--- config.mk ---
export PLATFORM = sky130hd
export DESIGN_NAME = date_countdown_nearest_selector_top
export DESIGN_NICKNAME = d
export VERILOG_FILES = /design/src/rtl/core/dcns_pkg.sv /design/src/rtl/core/dcns_front.sv /design/src/rtl/core/dcns_queue.sv /design/src/rtl/core/dcns_civil.sv /design/src/rtl/core/dcns_back.sv /design/src/rtl/core/date_countdown_nearest_selector_top.sv
export SDC_FILE = /design/constraint.sdc
export NUM_CORES = 2
export LEC_CHECK = 0
export ABC_CLOCK_PERIOD_IN_PS = 20300
export BUFFER_PORTS_ARGS = -buffer_cell sky130_fd_sc_hd__buf_2
export CORE_ASPECT_RATIO = 1.4
export CORE_UTILIZATION = 55
export CTS_CLUSTER_DIAMETER = 60
export DETAILED_ROUTE_END_ITERATION = 16
export PLACE_DENSITY = 0.7
export SYNTH_ARGS = -nofsm -noshare
export SYNTH_HDL_FRONTEND = slang
export SYNTH_SLANG_ARGS = --single-unit
--- constraint.sdc ---
create_clock -name i_clk -period 20.3 [get_ports i_clk]
set_clock_uncertainty 0.2 [all_clocks]
set_input_delay 2.03 -clock i_clk [delete_from_list [all_inputs] [get_ports i_clk]]
set_output_delay 2.03 -clock i_clk [all_outputs]
set_load 0.1 [all_outputs]
--- src/rtl/core/dcns_pkg.sv ---
`default_nettype none

package dcns_pkg;

    // Stream and configuration widths.
    localparam int IN_DATA_W   = 48;
    localparam int OUT_DATA_W  = 40;
    localparam int CFG_INDEX_W = 2;
    localparam int CFG_DATA_W  = 16;

    // Day numbers and distances.
    localparam int DAY_W  = 26;
    localparam int DIST_W = 25;

    // Calendar constants.
    localparam int ERA_DAYS     = 146097;
    localparam int EPOCH_OFFSET = 719468;
    localparam int YEAR_DAYS    = 365;
    localparam int ERA_YEARS    = 400;
    localparam int MONTH_MAX    = 12;
    localparam int DAY_MAX      = 31;

    // Reciprocal multipliers for division by 400 (17-bit years) and by 100 (9-bit years).
    localparam int DIV400_MUL   = 167773;
    localparam int DIV400_SHIFT = 26;
    localparam int DIV100_MUL   = 656;
    localparam int DIV100_SHIFT = 16;

    // Queue between the front and the back part.
    localparam int QUEUE_DEPTH = 4;
    localparam int QUEUE_PTR_W = 2;

    // Configuration register indexes.
    typedef enum logic [CFG_INDEX_W-1:0] {
        CFG_TODAY_YEAR  = 2'd0,
        CFG_TODAY_MONTH = 2'd1,
        CFG_TODAY_DAY   = 2'd2
    } t_cfg_index;

    // Per-record information that rides alongside the date conversion.
    typedef struct packed {
        logic [2:0] slot;
        logic       ok;
        logic       enabled;
        logic       annual;
        logic       in_range;
        logic       last;
        logic [7:0] lead;
    } t_side;

    // Classified record as held in the queue.
    typedef struct packed {
        t_side       side;
        logic [15:0] year;
        logic [3:0]  month;
        logic [4:0]  day;
    } t_item;

    // One result.
    typedef struct packed {
        logic                    record_ok;
        logic signed [DAY_W-1:0] days_left;
        logic                    in_window;
        logic                    eligible;
        logic                    winner_found;
        logic [2:0]              winner_slot;
        logic                    scan_done;
    } t_result;

    // Days from March 1st to the first day of the shifted month, (153 * mp + 2) / 5.
    function automatic logic [8:0] month_offset(input logic [3:0] mp);
        logic [8:0] offs;
        unique case (mp)
            4'd0:    offs = 9'd0;
            4'd1:    offs = 9'd31;
            4'd2:    offs = 9'd61;
            4'd3:    offs = 9'd92;
            4'd4:    offs = 9'd122;
            4'd5:    offs = 9'd153;
            4'd6:    offs = 9'd184;
            4'd7:    offs = 9'd214;
            4'd8:    offs = 9'd245;
            4'd9:    offs = 9'd275;
            4'd10:   offs = 9'd306;
            4'd11:   offs = 9'd337;
            4'd12:   offs = 9'd367;
            default: offs = 9'd0;
        endcase
        return offs;
    endfunction

endpackage

`default_nettype wire

--- src/rtl/core/dcns_front.sv ---
`default_nettype none

module dcns_front #(
    parameter int SLOT_COUNT = 8
) (
    input  wire logic                           i_clk,
    input  wire logic                           i_rst_n,
    input  wire logic                           i_s_tvalid,
    output logic                                o_s_tready,
    input  wire logic [dcns_pkg::IN_DATA_W-1:0] i_s_tdata,
    input  wire logic                           i_s_tlast,
    input  wire logic [15:0]                    i_today_year,
    output logic                                o_item_valid,
    input  wire logic                           i_item_ready,
    output dcns_pkg::t_item                     o_item
);

    logic            r_valid;
    dcns_pkg::t_item r_item;
    dcns_pkg::t_item n_item;
    logic            accept;

    logic [2:0] slot;
    logic       present;
    logic [7:0] month;
    logic [7:0] day;

    // Unpack the request.
    assign slot    = i_s_tdata[2:0];
    assign present = i_s_tdata[3];
    assign month   = i_s_tdata[29:22];
    assign day     = i_s_tdata[37:30];

    // Classify: range checks on the raw bytes and choice of the conversion year.
    always_comb begin
        n_item.side.slot     = slot;
        n_item.side.ok       = present && (month >= 8'd1)
                               && (month <= 8'(dcns_pkg::MONTH_MAX))
                               && (day >= 8'd1) && (day <= 8'(dcns_pkg::DAY_MAX));
        n_item.side.enabled  = i_s_tdata[4];
        n_item.side.annual   = i_s_tdata[5];
        n_item.side.in_range = 32'(slot) < SLOT_COUNT;
        n_item.side.last     = i_s_tlast;
        n_item.side.lead     = i_s_tdata[45:38];
        n_item.year          = i_s_tdata[5] ? i_today_year : i_s_tdata[21:6];
        n_item.month         = month[3:0];
        n_item.day           = day[4:0];
    end

    assign o_s_tready = !r_valid || i_item_ready;
    assign accept     = i_s_tvalid && o_s_tready;

    // Holding register in front of the queue.
    always_ff @(posedge i_clk) begin
        if (!i_rst_n) begin
            r_valid <= 1'b0;
        end else if (accept) begin
            r_valid <= 1'b1;
        end else if (i_item_ready) begin
            r_valid <= 1'b0;
        end
        if (accept) begin
            r_item <= n_item;
        end
    end

    assign o_item_valid = r_valid;
    assign o_item       = r_item;

endmodule

`default_nettype wire

--- src/rtl/core/dcns_queue.sv ---
`default_nettype none

module dcns_queue (
    input  wire logic            i_clk,
    input  wire logic            i_rst_n,
    input  wire logic            i_push,
    input  wire dcns_pkg::t_item i_data,
    output logic                 o_ready,
    input  wire logic            i_pop,
    output logic                 o_valid,
    output dcns_pkg::t_item      o_data
);

    localparam int PTR_W = dcns_pkg::QUEUE_PTR_W;

    dcns_pkg::t_item  r_mem [dcns_pkg::QUEUE_DEPTH];
    logic [PTR_W-1:0] r_wr;
    logic [PTR_W-1:0] r_rd;
    logic [PTR_W:0]   r_count;
    logic             do_push;
    logic             do_pop;

    assign o_ready = r_count != (PTR_W+1)'(dcns_pkg::QUEUE_DEPTH);
    assign o_valid = r_count != '0;
    assign o_data  = r_mem[r_rd];
    assign do_push = i_push && o_ready;
    assign do_pop  = i_pop && o_valid;

    // Pointers and fill level.
    always_ff @(posedge i_clk) begin
        if (!i_rst_n) begin
            r_wr    <= '0;
            r_rd    <= '0;
            r_count <= '0;
        end else begin
            if (do_push) begin
                r_wr <= r_wr + 1'b1;
            end
            if (do_pop) begin
                r_rd <= r_rd + 1'b1;
            end
            if (do_push && !do_pop) begin
                r_count <= r_count + 1'b1;
            end else if (do_pop && !do_push) begin
                r_count <= r_count - 1'b1;
            end
        end
    end

    // Entry storage.
    always_ff @(posedge i_clk) begin
        if (do_push) begin
            r_mem[r_wr] <= i_data;
        end
    end

endmodule

`default_nettype wire

--- src/rtl/core/dcns_civil.sv ---
`default_nettype none

// Four-stage days-from-civil conversion; day 0 is 1970-01-01.
module dcns_civil (
    input  wire logic                              i_clk,
    input  wire logic                              i_en,
    input  wire logic [16:0]                       i_year,
    input  wire logic [3:0]                        i_month,
    input  wire logic [4:0]                        i_day,
    output logic signed [dcns_pkg::DAY_W-1:0]      o_days
);

    localparam int DW = dcns_pkg::DAY_W;

    // Stage one: shift the year to start in March, divide it by 400.
    logic               before_mar;
    logic signed [17:0] y_adj;
    logic [3:0]         mp;
    logic signed [10:0] doy;
    logic [34:0]        prod400;
    logic signed [8:0]  era;

    logic signed [17:0] r_y1;
    logic signed [8:0]  r_era1;
    logic signed [10:0] r_doy1;

    always_comb begin
        before_mar = i_month <= 4'd2;
        y_adj      = $signed({1'b0, i_year}) - $signed(18'(before_mar));
        mp         = before_mar ? (i_month + 4'd9) : (i_month - 4'd3);
        doy        = $signed(11'(dcns_pkg::month_offset(mp))) + $signed(11'(i_day)) - 11'sd1;
        prod400    = 35'(y_adj[16:0]) * 35'(dcns_pkg::DIV400_MUL);
        era        = y_adj[17] ? -9'sd1 : $signed({1'b0, prod400[dcns_pkg::DIV400_SHIFT +: 8]});
    end

    always_ff @(posedge i_clk) begin
        if (i_en) begin
            r_y1   <= y_adj;
            r_era1 <= era;
            r_doy1 <= doy;
        end
    end

    // Stage two: year of the era.
    logic signed [17:0] yoe_full;
    logic [8:0]         r_yoe2;
    logic signed [8:0]  r_era2;
    logic signed [10:0] r_doy2;

    assign yoe_full = r_y1 - 18'(r_era1) * 18'sd400;

    always_ff @(posedge i_clk) begin
        if (i_en) begin
            r_yoe2 <= yoe_full[8:0];
            r_era2 <= r_era1;
            r_doy2 <= r_doy1;
        end
    end

    // Stage three: day of the era.
    logic [17:0]        prod100;
    logic [1:0]         cent;
    logic [17:0]        doe_base;
    logic signed [18:0] doe;
    logic signed [18:0] r_doe3;
    logic signed [8:0]  r_era3;

    always_comb begin
        prod100  = 18'(r_yoe2) * 18'(dcns_pkg::DIV100_MUL);
        cent     = prod100[dcns_pkg::DIV100_SHIFT +: 2];
        doe_base = 18'(r_yoe2) * 18'(dcns_pkg::YEAR_DAYS) + 18'(r_yoe2 >> 2) - 18'(cent);
        doe      = $signed({1'b0, doe_base}) + 19'(r_doy2);
    end

    always_ff @(posedge i_clk) begin
        if (i_en) begin
            r_doe3 <= doe;
            r_era3 <= r_era2;
        end
    end

    // Stage four: whole day number.
    logic signed [DW-1:0] day_num;
    logic signed [DW-1:0] r_days4;

    assign day_num = DW'(r_era3) * $signed(DW'(dcns_pkg::ERA_DAYS)) + DW'(r_doe3)
                     - $signed(DW'(dcns_pkg::EPOCH_OFFSET));

    always_ff @(posedge i_clk) begin
        if (i_en) begin
            r_days4 <= day_num;
        end
    end

    assign o_days = r_days4;

endmodule

`default_nettype wire

--- src/rtl/core/dcns_back.sv ---
`default_nettype none

module dcns_back (
    input  wire logic            i_clk,
    input  wire logic            i_rst_n,
    input  wire logic            i_item_valid,
    input  wire dcns_pkg::t_item i_item,
    output logic                 o_item_pop,
    input  wire logic [15:0]     i_today_year,
    input  wire logic [3:0]      i_today_month,
    input  wire logic [4:0]      i_today_day,
    output logic                 o_res_valid,
    input  wire logic            i_res_ready,
    output dcns_pkg::t_result    o_res
);

    localparam int DW     = dcns_pkg::DAY_W;
    localparam int DSW    = dcns_pkg::DIST_W;
    localparam int STAGES = 4;

    logic adv;

    logic signed [DW-1:0] today_num;
    logic signed [DW-1:0] target_num;
    logic signed [DW-1:0] next_num;

    logic            r_vld [STAGES];
    dcns_pkg::t_side r_sb  [STAGES];

    logic                 r_d_valid;
    dcns_pkg::t_side      r_d_side;
    logic signed [DW-1:0] r_d_days;

    logic                 r_have;
    logic                 r_best_past;
    logic [DSW-1:0]       r_best_dist;
    logic [2:0]           r_best_idx;

    logic                 r_out_valid;
    dcns_pkg::t_result    r_out;

    // The whole pipeline moves unless a finished result is held up.
    assign adv        = !r_out_valid || i_res_ready;
    assign o_item_pop = adv && i_item_valid;

    // Three conversions: today, the target date, and the target month and day in the year after today's.
    dcns_civil u_today (
        .i_clk   (i_clk),
        .i_en    (adv),
        .i_year  ({1'b0, i_today_year}),
        .i_month (i_today_month),
        .i_day   (i_today_day),
        .o_days  (today_num)
    );

    dcns_civil u_target (
        .i_clk   (i_clk),
        .i_en    (adv),
        .i_year  ({1'b0, i_item.year}),
        .i_month (i_item.month),
        .i_day   (i_item.day),
        .o_days  (target_num)
    );

    dcns_civil u_next (
        .i_clk   (i_clk),
        .i_en    (adv),
        .i_year  (17'(i_today_year) + 17'd1),
        .i_month (i_item.month),
        .i_day   (i_item.day),
        .o_days  (next_num)
    );

    // Record flags travel beside the conversion stages.
    always_ff @(posedge i_clk) begin
        if (!i_rst_n) begin
            for (int i = 0; i < STAGES; i++) begin
                r_vld[i] <= 1'b0;
            end
        end else if (adv) begin
            r_vld[0] <= i_item_valid;
            for (int i = 1; i < STAGES; i++) begin
                r_vld[i] <= r_vld[i-1];
            end
        end
        if (adv) begin
            r_sb[0] <= i_item.side;
            for (int i = 1; i < STAGES; i++) begin
                r_sb[i] <= r_sb[i-1];
            end
        end
    end

    // Days remaining, zero for a rejected record; an annual date that has passed moves to next year.
    logic signed [DW-1:0] diff_this;
    logic signed [DW-1:0] diff_next;
    logic signed [DW-1:0] days;

    always_comb begin
        diff_this = target_num - today_num;
        diff_next = next_num - today_num;
        if (!r_sb[STAGES-1].ok) begin
            days = '0;
        end else if (r_sb[STAGES-1].annual && diff_this[DW-1]) begin
            days = diff_next;
        end else begin
            days = diff_this;
        end
    end

    always_ff @(posedge i_clk) begin
        if (!i_rst_n) begin
            r_d_valid <= 1'b0;
        end else if (adv) begin
            r_d_valid <= r_vld[STAGES-1];
        end
        if (adv) begin
            r_d_side <= r_sb[STAGES-1];
            r_d_days <= days;
        end
    end

    // Window test, eligibility and the running choice of the nearest slot.
    logic           neg;
    logic           win;
    logic           elig;
    logic [DW-1:0]  neg_days;
    logic [DSW-1:0] abs_days;
    logic           take;
    logic           n_have;
    logic           n_best_past;
    logic [DSW-1:0] n_best_dist;
    logic [2:0]     n_best_idx;
    dcns_pkg::t_result n_out;

    always_comb begin
        neg      = r_d_days[DW-1];
        neg_days = DW'(-r_d_days);
        abs_days = neg ? neg_days[DSW-1:0] : r_d_days[DSW-1:0];
        win      = r_d_side.ok && ((r_d_side.lead == 8'd0)
                   || (!neg && (r_d_days[DSW-1:0] <= DSW'(r_d_side.lead))));
        elig     = win && r_d_side.enabled && r_d_side.in_range;

        priority if (!r_have) begin
            take = 1'b1;
        end else if (neg != r_best_past) begin
            take = !neg;
        end else begin
            take = abs_days < r_best_dist;
        end

        if (elig && take) begin
            n_have      = 1'b1;
            n_best_past = neg;
            n_best_dist = abs_days;
            n_best_idx  = r_d_side.slot;
        end else begin
            n_have      = r_have;
            n_best_past = r_best_past;
            n_best_dist = r_best_dist;
            n_best_idx  = r_best_idx;
        end

        n_out.record_ok    = r_d_side.ok;
        n_out.days_left    = r_d_days;
        n_out.in_window    = win;
        n_out.eligible     = elig;
        n_out.winner_found = r_d_side.last && n_have;
        n_out.winner_slot  = (r_d_side.last && n_have) ? n_best_idx : 3'd0;
        n_out.scan_done    = r_d_side.last;
    end

    always_ff @(posedge i_clk) begin
        if (!i_rst_n) begin
            r_have      <= 1'b0;
            r_best_past <= 1'b0;
            r_best_dist <= '0;
            r_best_idx  <= '0;
        end else if (adv && r_d_valid) begin
            if (r_d_side.last) begin
                r_have      <= 1'b0;
                r_best_past <= 1'b0;
                r_best_dist <= '0;
                r_best_idx  <= '0;
            end else begin
                r_have      <= n_have;
                r_best_past <= n_best_past;
                r_best_dist <= n_best_dist;
                r_best_idx  <= n_best_idx;
            end
        end
    end

    // Output register.
    always_ff @(posedge i_clk) begin
        if (!i_rst_n) begin
            r_out_valid <= 1'b0;
        end else if (adv) begin
            r_out_valid <= r_d_valid;
        end
        if (adv) begin
            r_out <= n_out;
        end
    end

    assign o_res_valid = r_out_valid;
    assign o_res       = r_out;

endmodule

`default_nettype wire

--- src/rtl/core/date_countdown_nearest_selector_top.sv ---
// Countdown to stored occasions. Each request carries one occasion record; the block
// returns one result per record with the signed days from today to the occasion (an
// annual date that has passed counts to next year's), whether it lies in its lead
// window and whether it is eligible, and on the record marked tlast it also reports the
// nearest eligible slot of the scan (future dates before past ones, the first scanned on
// a tie). Today's date is set through the configuration channel (index 0 year, 1 month,
// 2 day), which is always ready and should be written only while no record is in flight.
// One record is taken every clock cycle while the output is not held up; a result passes
// through the input register, the four-entry queue and the four-stage date conversion,
// followed by the difference and selection stages. Output back-pressure stalls the
// conversion pipeline; the queue and input register then absorb up to five more requests.
`default_nettype none

module date_countdown_nearest_selector_top #(
    parameter int SLOT_COUNT = 8
) (
    input  wire logic                              i_clk,
    input  wire logic                              i_rst_n,
    // Records in.
    input  wire logic                              i_s_axis_tvalid,
    output logic                                   o_s_axis_tready,
    // slot[2:0], present[3], enabled[4], annual[5], target_year[21:6],
    // target_month[29:22], target_day[37:30], lead[45:38], zero[47:46]
    input  wire logic [dcns_pkg::IN_DATA_W-1:0]    i_s_axis_tdata,
    input  wire logic                              i_s_axis_tlast,
    // Results out.
    output logic                                   o_m_axis_tvalid,
    input  wire logic                              i_m_axis_tready,
    // record_ok[0], days_left[26:1], in_window[27], eligible[28], winner_found[29],
    // winner_slot[32:30], zero[39:33]
    output logic [dcns_pkg::OUT_DATA_W-1:0]        o_m_axis_tdata,
    output logic                                   o_m_axis_tlast,
    // Configuration writes.
    input  wire logic                              i_cfg_valid,
    output logic                                   o_cfg_ready,
    input  wire logic [dcns_pkg::CFG_INDEX_W-1:0]  i_cfg_index,
    input  wire logic [dcns_pkg::CFG_DATA_W-1:0]   i_cfg_data
);

    logic [15:0] r_today_year;
    logic [3:0]  r_today_month;
    logic [4:0]  r_today_day;

    logic              front_valid;
    logic              queue_ready;
    dcns_pkg::t_item   front_item;
    logic              queue_valid;
    dcns_pkg::t_item   queue_item;
    logic              queue_pop;
    dcns_pkg::t_result res;

    // Configuration registers.
    assign o_cfg_ready = 1'b1;

    always_ff @(posedge i_clk) begin
        if (!i_rst_n) begin
            r_today_year  <= 16'd1970;
            r_today_month <= 4'd1;
            r_today_day   <= 5'd1;
        end else if (i_cfg_valid) begin
            unique case (i_cfg_index)
                dcns_pkg::CFG_TODAY_YEAR:  r_today_year  <= i_cfg_data;
                dcns_pkg::CFG_TODAY_MONTH: r_today_month <= i_cfg_data[3:0];
                dcns_pkg::CFG_TODAY_DAY:   r_today_day   <= i_cfg_data[4:0];
                default: begin
                end
            endcase
        end
    end

    dcns_front #(
        .SLOT_COUNT (SLOT_COUNT)
    ) u_front (
        .i_clk        (i_clk),
        .i_rst_n      (i_rst_n),
        .i_s_tvalid   (i_s_axis_tvalid),
        .o_s_tready   (o_s_axis_tready),
        .i_s_tdata    (i_s_axis_tdata),
        .i_s_tlast    (i_s_axis_tlast),
        .i_today_year (r_today_year),
        .o_item_valid (front_valid),
        .i_item_ready (queue_ready),
        .o_item       (front_item)
    );

    dcns_queue u_queue (
        .i_clk   (i_clk),
        .i_rst_n (i_rst_n),
        .i_push  (front_valid),
        .i_data  (front_item),
        .o_ready (queue_ready),
        .i_pop   (queue_pop),
        .o_valid (queue_valid),
        .o_data  (queue_item)
    );

    dcns_back u_back (
        .i_clk         (i_clk),
        .i_rst_n       (i_rst_n),
        .i_item_valid  (queue_valid),
        .i_item        (queue_item),
        .o_item_pop    (queue_pop),
        .i_today_year  (r_today_year),
        .i_today_month (r_today_month),
        .i_today_day   (r_today_day),
        .o_res_valid   (o_m_axis_tvalid),
        .i_res_ready   (i_m_axis_tready),
        .o_res         (res)
    );

    // Pack the result.
    assign o_m_axis_tdata = {7'd0, res.winner_slot, res.winner_found, res.eligible,
                             res.in_window, res.days_left, res.record_ok};
    assign o_m_axis_tlast = res.scan_done;

endmodule

`default_nettype wire

==> metrics.md <==
| Metric | Value |
|---|---|
| Fin util | 59.9% |
| Mapped Cells | 6,011 |
| CTS tree | done |
| Status | finished clean |
| Mapped Area | 0.0678 sq mm |
| Critical Path Start Type | flip-flop |
| Area of the die | 0.125 sq mm |
| Commonest non-fill, non-tap cell in the layout | inv_1 |
| Setup Fix Bufs, Post-CTS | 0 |
| Largest net degree at the start of global routing | 166 |
| Synthesized area per cell | 11.3 sq um |
| Routability cong. | 0.921 |
| Worst Tran Pin Value | 1.16 ns |
| HP Class | flip-flop to flip-flop |
| DRT iter0 DRCs | 1,691 |
| Initial antenna violation count | 1 |
| Fin worst setup slack | 8.33 ns |
| Worst r2r dst | u_back.u_next.r_era1[7]$_SDFFCE_PP1N_ |
| Synth unique cells | 90 |
| RSZ-0062 raised after global routing | false |
| CTS Hold Buffers Added | 0 |
| Clk root buf | clkbuf_16 |
| CTS Buf Count | 82 |
| Worst min-delay path endpoint | u_back.u_next.r_era3[5]$_DFFE_PN_ |
| First-pass GRT wire length | 227 mm |
| Initial cell density of the core | 55.4% |
| Hold path start | u_back.u_next.r_era2[5]$_DFFE_PN_ |
| CP Buf/Inv Count | 5 |
| Port bufs | 105 |
| # diodes | 0 |
| DR vias/cell | 5.32 |
| Max incr delay on CP | 0.69 ns |
| Max_cap viols | 0 |
| Required @ worst endpoint | 20.49 ns |
| Max H-tree Level | 3 |
| Post-synthesis simple-gate area fraction | 5.40% |
| Worst-path fanout max | 23 |
| Arr. time, crit path | 12.16 ns |
| Hold Violations, Final | 0 |
| Clock latency on the worst-skew pair | 0.70 ns |
| WL final | 138 mm |
| Router iterations before antenna repair | 5 |
| R2R setup slack | 8.33 ns |
| Core Area | 0.122 sq mm |
| DIE HEIGHT | 418 um |
| Sink Count | 719 |
| EDFF count, synth | 649 |
| CP top delay family | compound AO/OA/AOI/OAI gates |
| Hold Path Cell Cnt | 0 |
| Global Route Usage Sum | 23.0% |
| Most frequent cells in the layout | inv_1, ha_1, fa_1 |
| Max Slew Vio Count | 0 |
| Post-CTS Resized | 0 |
| Synth Register Bits | 719 |
| DRC | 0 |
| Grt ovf | 0 |
| Number of global-route vias before repair | 44,914 |
| R2R depth | 33 |
| Final setup viols | 0 |
| Cell mode on critical path | fa_1 |
| Max clock buf depth | 3 |
| Tcrit/Tclk final | 59.0% |
| P&R area growth vs syn | 8.06% |
| Final ANT Viol Nets | 0 |
| Num ports | 116 |
| Largest family of logic cells by synthesized area | adder cells |
| TNS Setup | 0 ns |
| Layout Nets | 8,096 |
| Non-filler instance count after layout | 7,869 |
| Fin crit period | 11.97 ns |
| Synth Area in Adders | 41.2% |
| Max frequency | 83.5 MHz |
| Via count | 41,851 |
| Placed Cells incl. Taps | 7,716 |
| Async S/R FF share, synth | 0% |
| Die W | 299 um |
| Rel. slew slack | 22.0% |
| Element type at the critical path end | flip-flop |
| Critical path class | flip-flop to flip-flop |
| Mux contribution to synthesized area | 1.89% |
| Yosys warns | 0 |
| Critical Path Slowest Stage Cell | a221oi_1 |
| Pre-CTS WS | 8.53 ns |
| Drt wl/cell | 17.6 um |
| Rows | 152 |
| HPWL after DPL | 114 mm |
| Post-synthesis sequential area ratio | 30.8% |
| Clk pin slew, worst setup/hold paths | 0.06 ns |
| Synth Area in XOR/XNOR | 4.64% |
| Layout cells sized above 1 | 6.16% |
| Ys flop type | edfxtp_1 |
| Fill count | 10,112 |
| Compound-Gate Fraction of Synth Area | 7.76% |
-- per-stage QoR --
| stage | cell area, sq um | hold WS, ns |
|---|---|---|
| floorplan | 67900 | 0.200 |
| global placement | 70400 | 0.201 |
| detailed placement | 70400 | 0.205 |
| CTS | 73300 | 0.198 |
| global route | 73300 | 0.210 |
| finish | 73300 | 0.202 |
-- area by class of cell --
class | count | area [sq um] | area share (%)
inverter | 1427 | 5360 | 7.32
sequential | 719 | 20900 | 28.5
tap | 1617 | 2020 | 2.76
clock buffer | 99 | 2160 | 2.94
timing repair buffer | 136 | 771 | 1.05
clock inverter | 54 | 747 | 1.02
multi-input combinational | 3817 | 41400 | 56.4
-- worst register-to-register path, delay by kind of cell, from the launching register on --
family	cells	cell delay, ns
compound gates	11	4.10
fa+ha+maj	9	3.75
buf+inv	5	1.17
simple gates	5	0.95
mux	1	0.63
xor+xnor	2	0.58
flops	1	0.31
-- flip-flops by register name, summed over array words and instances (netlist names), 25 cells and up, named ones only --
register                count
u_back.u_today.o_days      26
u_back.r_sb                60
u_back.u_next.o_days       26
u_back.r_d_days            26
u_back.r_best_dist         25
u_back.o_res               34
u_queue.r_mem             160
u_front.o_item             40
u_back.u_target.o_days     26
-- worst max-delay path by stage --
stage               startpoint                                     to  slack, ns  depth (start not counted)
6_report             flip-flop  u_back.u_next.r_era1[7]$_SDFFCE_PP1N_       8.33                         33
5_1_grt              flip-flop  u_back.u_next.r_era1[7]$_SDFFCE_PP1N_       7.72                         35
3_3_place_gp         flip-flop  u_back.u_next.r_era1[7]$_SDFFCE_PP1N_       8.84                         35
3_5_place_dp         flip-flop  u_back.u_next.r_era1[7]$_SDFFCE_PP1N_       8.53                         33
2_1_floorplan  i_m_axis_tready        u_queue.r_count[2]$_SDFFE_PN0P_       5.15                         10
4_1_cts              flip-flop  u_back.u_next.r_era1[7]$_SDFFCE_PP1N_       8.41                         33
-- synthesized netlist by cell type, types with 14 or more instances --
cell type | number | share of area, %
mux2_2 | 19 | 0.32
nor2_1 | 174 | 0.96
nand2b_1 | 24 | 0.22
a21o_1 | 88 | 0.97
a31oi_1 | 14 | 0.13
o21bai_1 | 54 | 0.60
xnor2_1 | 275 | 3.6
inv_1 | 1424 | 7.9
a21boi_0 | 24 | 0.27
mux4_2 | 40 | 1.3
or2_2 | 16 | 0.15
edfxtp_1 | 649 | 29
fa_1 | 653 | 19
nand3_1 | 72 | 0.53
a22o_1 | 26 | 0.34
a211oi_1 | 31 | 0.34
nand2_1 | 166 | 0.92
clkbuf_1 | 29 | 0.16
xor2_1 | 82 | 1.1
o21ai_0 | 117 | 0.86
nor3_1 | 66 | 0.49
and2_1 | 26 | 0.24
or3_1 | 33 | 0.30
nand4_1 | 23 | 0.21
ha_1 | 1188 | 22
o21a_1 | 46 | 0.51
nor2b_1 | 51 | 0.47
mux2i_1 | 17 | 0.25
o211ai_1 | 29 | 0.32
o31ai_1 | 18 | 0.20
a21oi_1 | 244 | 1.8
and3_1 | 29 | 0.27
dfxtp_1 | 70 | 2.1
-- kinds of logic after synthesis --
logic type      count (synthesis)
simple gates                  735
mux                            76
xor+xnor                      358
buf+inv                      1481
fa+ha+maj                    1841
flops                         719
other cells                     2
compound gates                799
-- metal layers --
metal	up-vias	track usage (%)	share of wire, %
li1	20381	-	-
met1	20542	26.3	40
met2	642	42.9	53
met3	286	2.33	2.7
met4	0	10.7	4.8
met5	-	0	0
Power is left out: the tool's default activity adds up to more than one toggle a clock period on the data nets, which glitch-free logic cannot reach.
